--- src/rtl/twq_ram.sv ---
// ----------------------------------------------------------------------------
// twq_ram
// generic single-port-write, one-read ram with registered read
// ----------------------------------------------------------------------------
module twq_ram #(
	parameter int WIDTH = 32,
	parameter int DEPTH = 64
) (
	input  logic                     clk,
	input  logic                     we,
	input  logic [$clog2(DEPTH)-1:0] waddr,
	input  logic [WIDTH-1:0]         wdata,
	input  logic [$clog2(DEPTH)-1:0] raddr,
	output logic [WIDTH-1:0]         rdata
);
	logic [WIDTH-1:0] mem [DEPTH];

	always_ff @(posedge clk) begin
		if (we) begin
			mem[waddr] <= wdata;
		end
		rdata <= mem[raddr];
	end
endmodule

--- config.mk ---
export PLATFORM = sky130hd
export DESIGN_NAME = twq_ram
export DESIGN_NICKNAME = d
export VERILOG_FILES = /design/src/rtl/twq_ram.sv
export SDC_FILE = /design/constraint.sdc
export NUM_CORES = 2
export LEC_CHECK = 0
export ABC_AREA = 1
export BUFFER_PORTS_ARGS = -buffer_cell sky130_fd_sc_hd__buf_4
export CORE_MARGIN = 3
export CORE_UTILIZATION = 40
export DETAILED_ROUTE_END_ITERATION = 10
export SLEW_MARGIN = 20
export SYNTH_ARGS = -nofsm -noshare
export SYNTH_HDL_FRONTEND = slang
export SYNTH_SLANG_ARGS = --single-unit
--- constraint.sdc ---
create_clock -name clk -period 10.9 [get_ports clk]
set_input_delay 2.18 -clock clk [delete_from_list [all_inputs] [get_ports clk]]
set_output_delay 2.18 -clock clk [all_outputs]
set_load 0.05 [all_outputs]
# Word level (Yosys, flattened, before mapping)
# Memory sizes are Yosys's and may differ from the RTL's. A register that Yosys moved wholly into a read port is not among the register bits.
# Cells that the tools add are included.
# totals
reg_bits	0
elab_cells	3
memories	1
mem_bits_rw	2048
# mem_list
name	depth	width	rd	rd_ports_with_merged_regs	wr	line	text
mem	64	32	1	1	1	16	logic [WIDTH-1:0] mem [DEPTH];
# op_classes
mux	2
# ops
op	n
$mux W1	2

# Depth between registers and ports, before layout
# depth
word_depth	2
mapped_depth	13
mapped_depth_nobuf	9

# Least setup slack after synthesis
# No wires, ideal clock.
# synth_timing
path_type	input port to flip-flop
startpoint	in we
endpoint	mem mem[48][0] (enable)
cell_stages	3
path_slack_ns	4.590
arrival_ns	5.808
n_path_buf	1
required_ns	10.398
cell_sequence	clkbuf_1 -> nand4_1 -> nor4_1
# synth_via
elab_chain_len	2
# synth_rtl
item	line	text
from (decl)	10	input logic we,
$mux W1	19	if (we) begin
$mux W1 (not written as such)	20	mem[waddr] <= wdata;
to (decl)	16	
# Every way passes these cells.

==> impl_metrics.tcl <==
set metrics [dict create \
    wl_per_cell_um 25.17 \
    worstPathArrival_ps 5840 \
    rsz0062_at_grt "false" \
    synth-seq-cells 2080 \
    die_w_um 460.8 \
    grt_pass1_vias 50321 \
    yosysMostFrequentCell "nand2_1" \
    place_hpwl_um 120200 \
    slew_violations 0 \
    cts_max_path_buffers 3 \
    powerDensity_nw_per_um2 184.3 \
    numCtsBuffers 206 \
    status "finished clean" \
    cts-resized-gates 0 \
    drive_above_1_share 0.08096 \
    ys.warnings.count 0 \
    core_um2 205200 \
    first_pass_iters 6 \
    period_minus_slack_ps 5076 \
    io_pins 78 \
    synthesis.area_um2 82740 \
    ir_drop_uv 175.3 \
    p_leak_nw 32.23 \
    clock_latency_ps 850 \
    synth-edff-count 2048 \
    setup_tns_ps 0 \
    syn_nets 6815 \
    worstMarginPinSlew_ps 1057 \
    post-route-drc-count 0 \
    cts_tree "done" \
    fmax_mhz 197.0 \
    synth-async-reset-ratio 0 \
    gr-usage-all-layers 0.2245 \
    endpoint_kind "register" \
    final_nets 6766 \
    vias 53712 \
    grt_max_degree 209 \
    globalplace.congestion 0.8102 \
    rows 166 \
    period_share 0.4657 \
    grt_pass1_wl_um 351200 \
    cts_setup_buffers 0 \
    ant_nets 0 \
    clock-sinks 2080 \
    cap_viol_max_count 0 \
    drt_iter0_drc 6824 \
    worstHoldPathType "register to register" \
    grt_antenna_before_repair 14 \
    grt.overflow.total 0 \
    yosysTopAreaCellShare 0.7433 \
    syn_area_per_cell_um2 12.22 \
    whs_ps 777.8 \
    path_clk_slew_ps 60 \
    worstSetupPathType "primary input to register" \
    start_util 0.4032 \
    cp.required_ps 11670 \
    die_y_um 460.8 \
    yosys-top-cells-count "nand2_1, edfxtp_1, nand3_1" \
    start_kind "primary input" \
    synth_top_cells_by_area "edfxtp_1, nand3_1, nand2_1" \
    finClkSkew_ps 41.72 \
    drt-vias-per-instance 5.593 \
    io_buffers 77 \
    cts_hold_buf 0 \
    relSlewSlack 0.2945 \
    routed_wl_um 241700 \
    root_buffer "clkbuf_16" \
    synth_area_leader_cell "edfxtp_1" \
    netlist_instances 6769 \
    htreeDepth 4 \
    die_area_um2 212300 \
    synthFlopType "edfxtp_1" \
    ys_types 16 \
    synth-seq-area-share 0.7510 \
    setup_viol 0 \
    synthToLayoutAreaGrowth_pct 12.18 \
    final_hold_viol_count 0 \
    crit_fanout 208 \
]
==> placed cells by master, fill, tap and decap left out <==
cell	synthesis	layout
nand4_1	9	9
diode_2	0	10
nand3_1	1907	1907
clkbuf_8	0	5
inv_1	9	6
inv_8	0	2
clkinv_1	0	55
buf_6	3	1
dfxtp_1	32	32
nor4_4	0	1
bufinv_16	0	24
edfxtp_1	2048	2048
clkinvlp_4	0	5
clkbuf_16	0	206
clkinv_8	0	6
buf_12	0	11
clkinv_16	0	3
nand2_1	2248	2248
inv_2	2	1
buf_4	45	177
inv_16	0	3
clkbuf_1	77	41
nor2_4	0	56
inv_6	0	5
nor4_2	0	7
clkinv_4	0	2
clkinv_2	0	41
buf_8	2	3
==> kinds of logic (layout without fill, tap and decap cells) <==
kind of cell | Yosys count | in the layout | share of synthesized area
buf+inv | 461 | 597 | 0.02779
simple gates | 4228 | 4228 | 0.2212
other cells | 0 | 10 | 0
flops | 2080 | 2080 | 0.7510
==> per-layer routing <==
metal / global-route usage / wire [um]
met4: 0.08154 / 8371
met5: 0 / 33
met1: 0.3140 / 100500
met3: 0.03313 / 19070
met2: 0.3574 / 113700
==> where the power goes <==
part	switching (W)	internal [W]
combinational	0.000826	0.000235
sequential	0.0000483	0.00885
clock	0.00305	0.00409
total	0.00393	0.0132
==> sequential cells by signal, summed over array words and instances (netlist names) <==
signal and cells:
mem 2048, rdata 32
==> final cells by class <==
| class | count | area [um2] |
|---|---|---|
| clock buffers | 252 | 5378 |
| well taps | 2688 | 3363 |
| multi-input cells | 4228 | 18780 |
| flip-flops and latches | 2080 | 62140 |
| diodes | 10 | 25.02 |
| fillers | 18290 | 112400 |
| inverters | 12 | 82.58 |
| repair buffers | 192 | 1605 |
| clock inverters | 141 | 1445 |
==> metrics by stage <==
step / setup WS, ps / power (W) / instance area (um2) / instances / util
6_report: 5824 / 0.01710 / 92820 / 9603 / 0.4523
5_1_grt: 5525 / 0.01760 / 92800 / 9597 / 0.4522
4_1_cts: 5835 / 0.01720 / 92790 / 9593 / 0.4522
3_5_place_dp: 4936 / 0.01013 / 85970 / 9200 / 0.4189
3_3_place_gp: 4962 / 0.01012 / 85970 / 9200 / 0.4189
2_1_floorplan: 4590 / 0.009638 / 82740 / 6769 / -
==> worst max-delay path, cell delays in order <==
cell	delay [ps]
buf_8	230
inv_16	610
buf_12	590
buf_4	850
nand2_1	100
nand3_1	100
nand3_1	90
nand2_1	100
nand2_1	50
nand3_1	190
nand3_1	290
nand2_1	160
==> path summary, 6_finish.rpt <==
kind                               from                end  slack (ps)  depth (start not counted)
setup / recovery               raddr[0]   rdata[8]$_DFF_P_        5820                         12
hold / removal    mem[10][25]$_DFFE_PP_  rdata[25]$_DFF_P_         780                          8
setup reg to reg  mem[33][10]$_DFFE_PP_  rdata[10]$_DFF_P_        9060                          8
hold reg to reg   mem[10][25]$_DFFE_PP_  rdata[25]$_DFF_P_         780                          8
(Power assumes the default switching activity.)
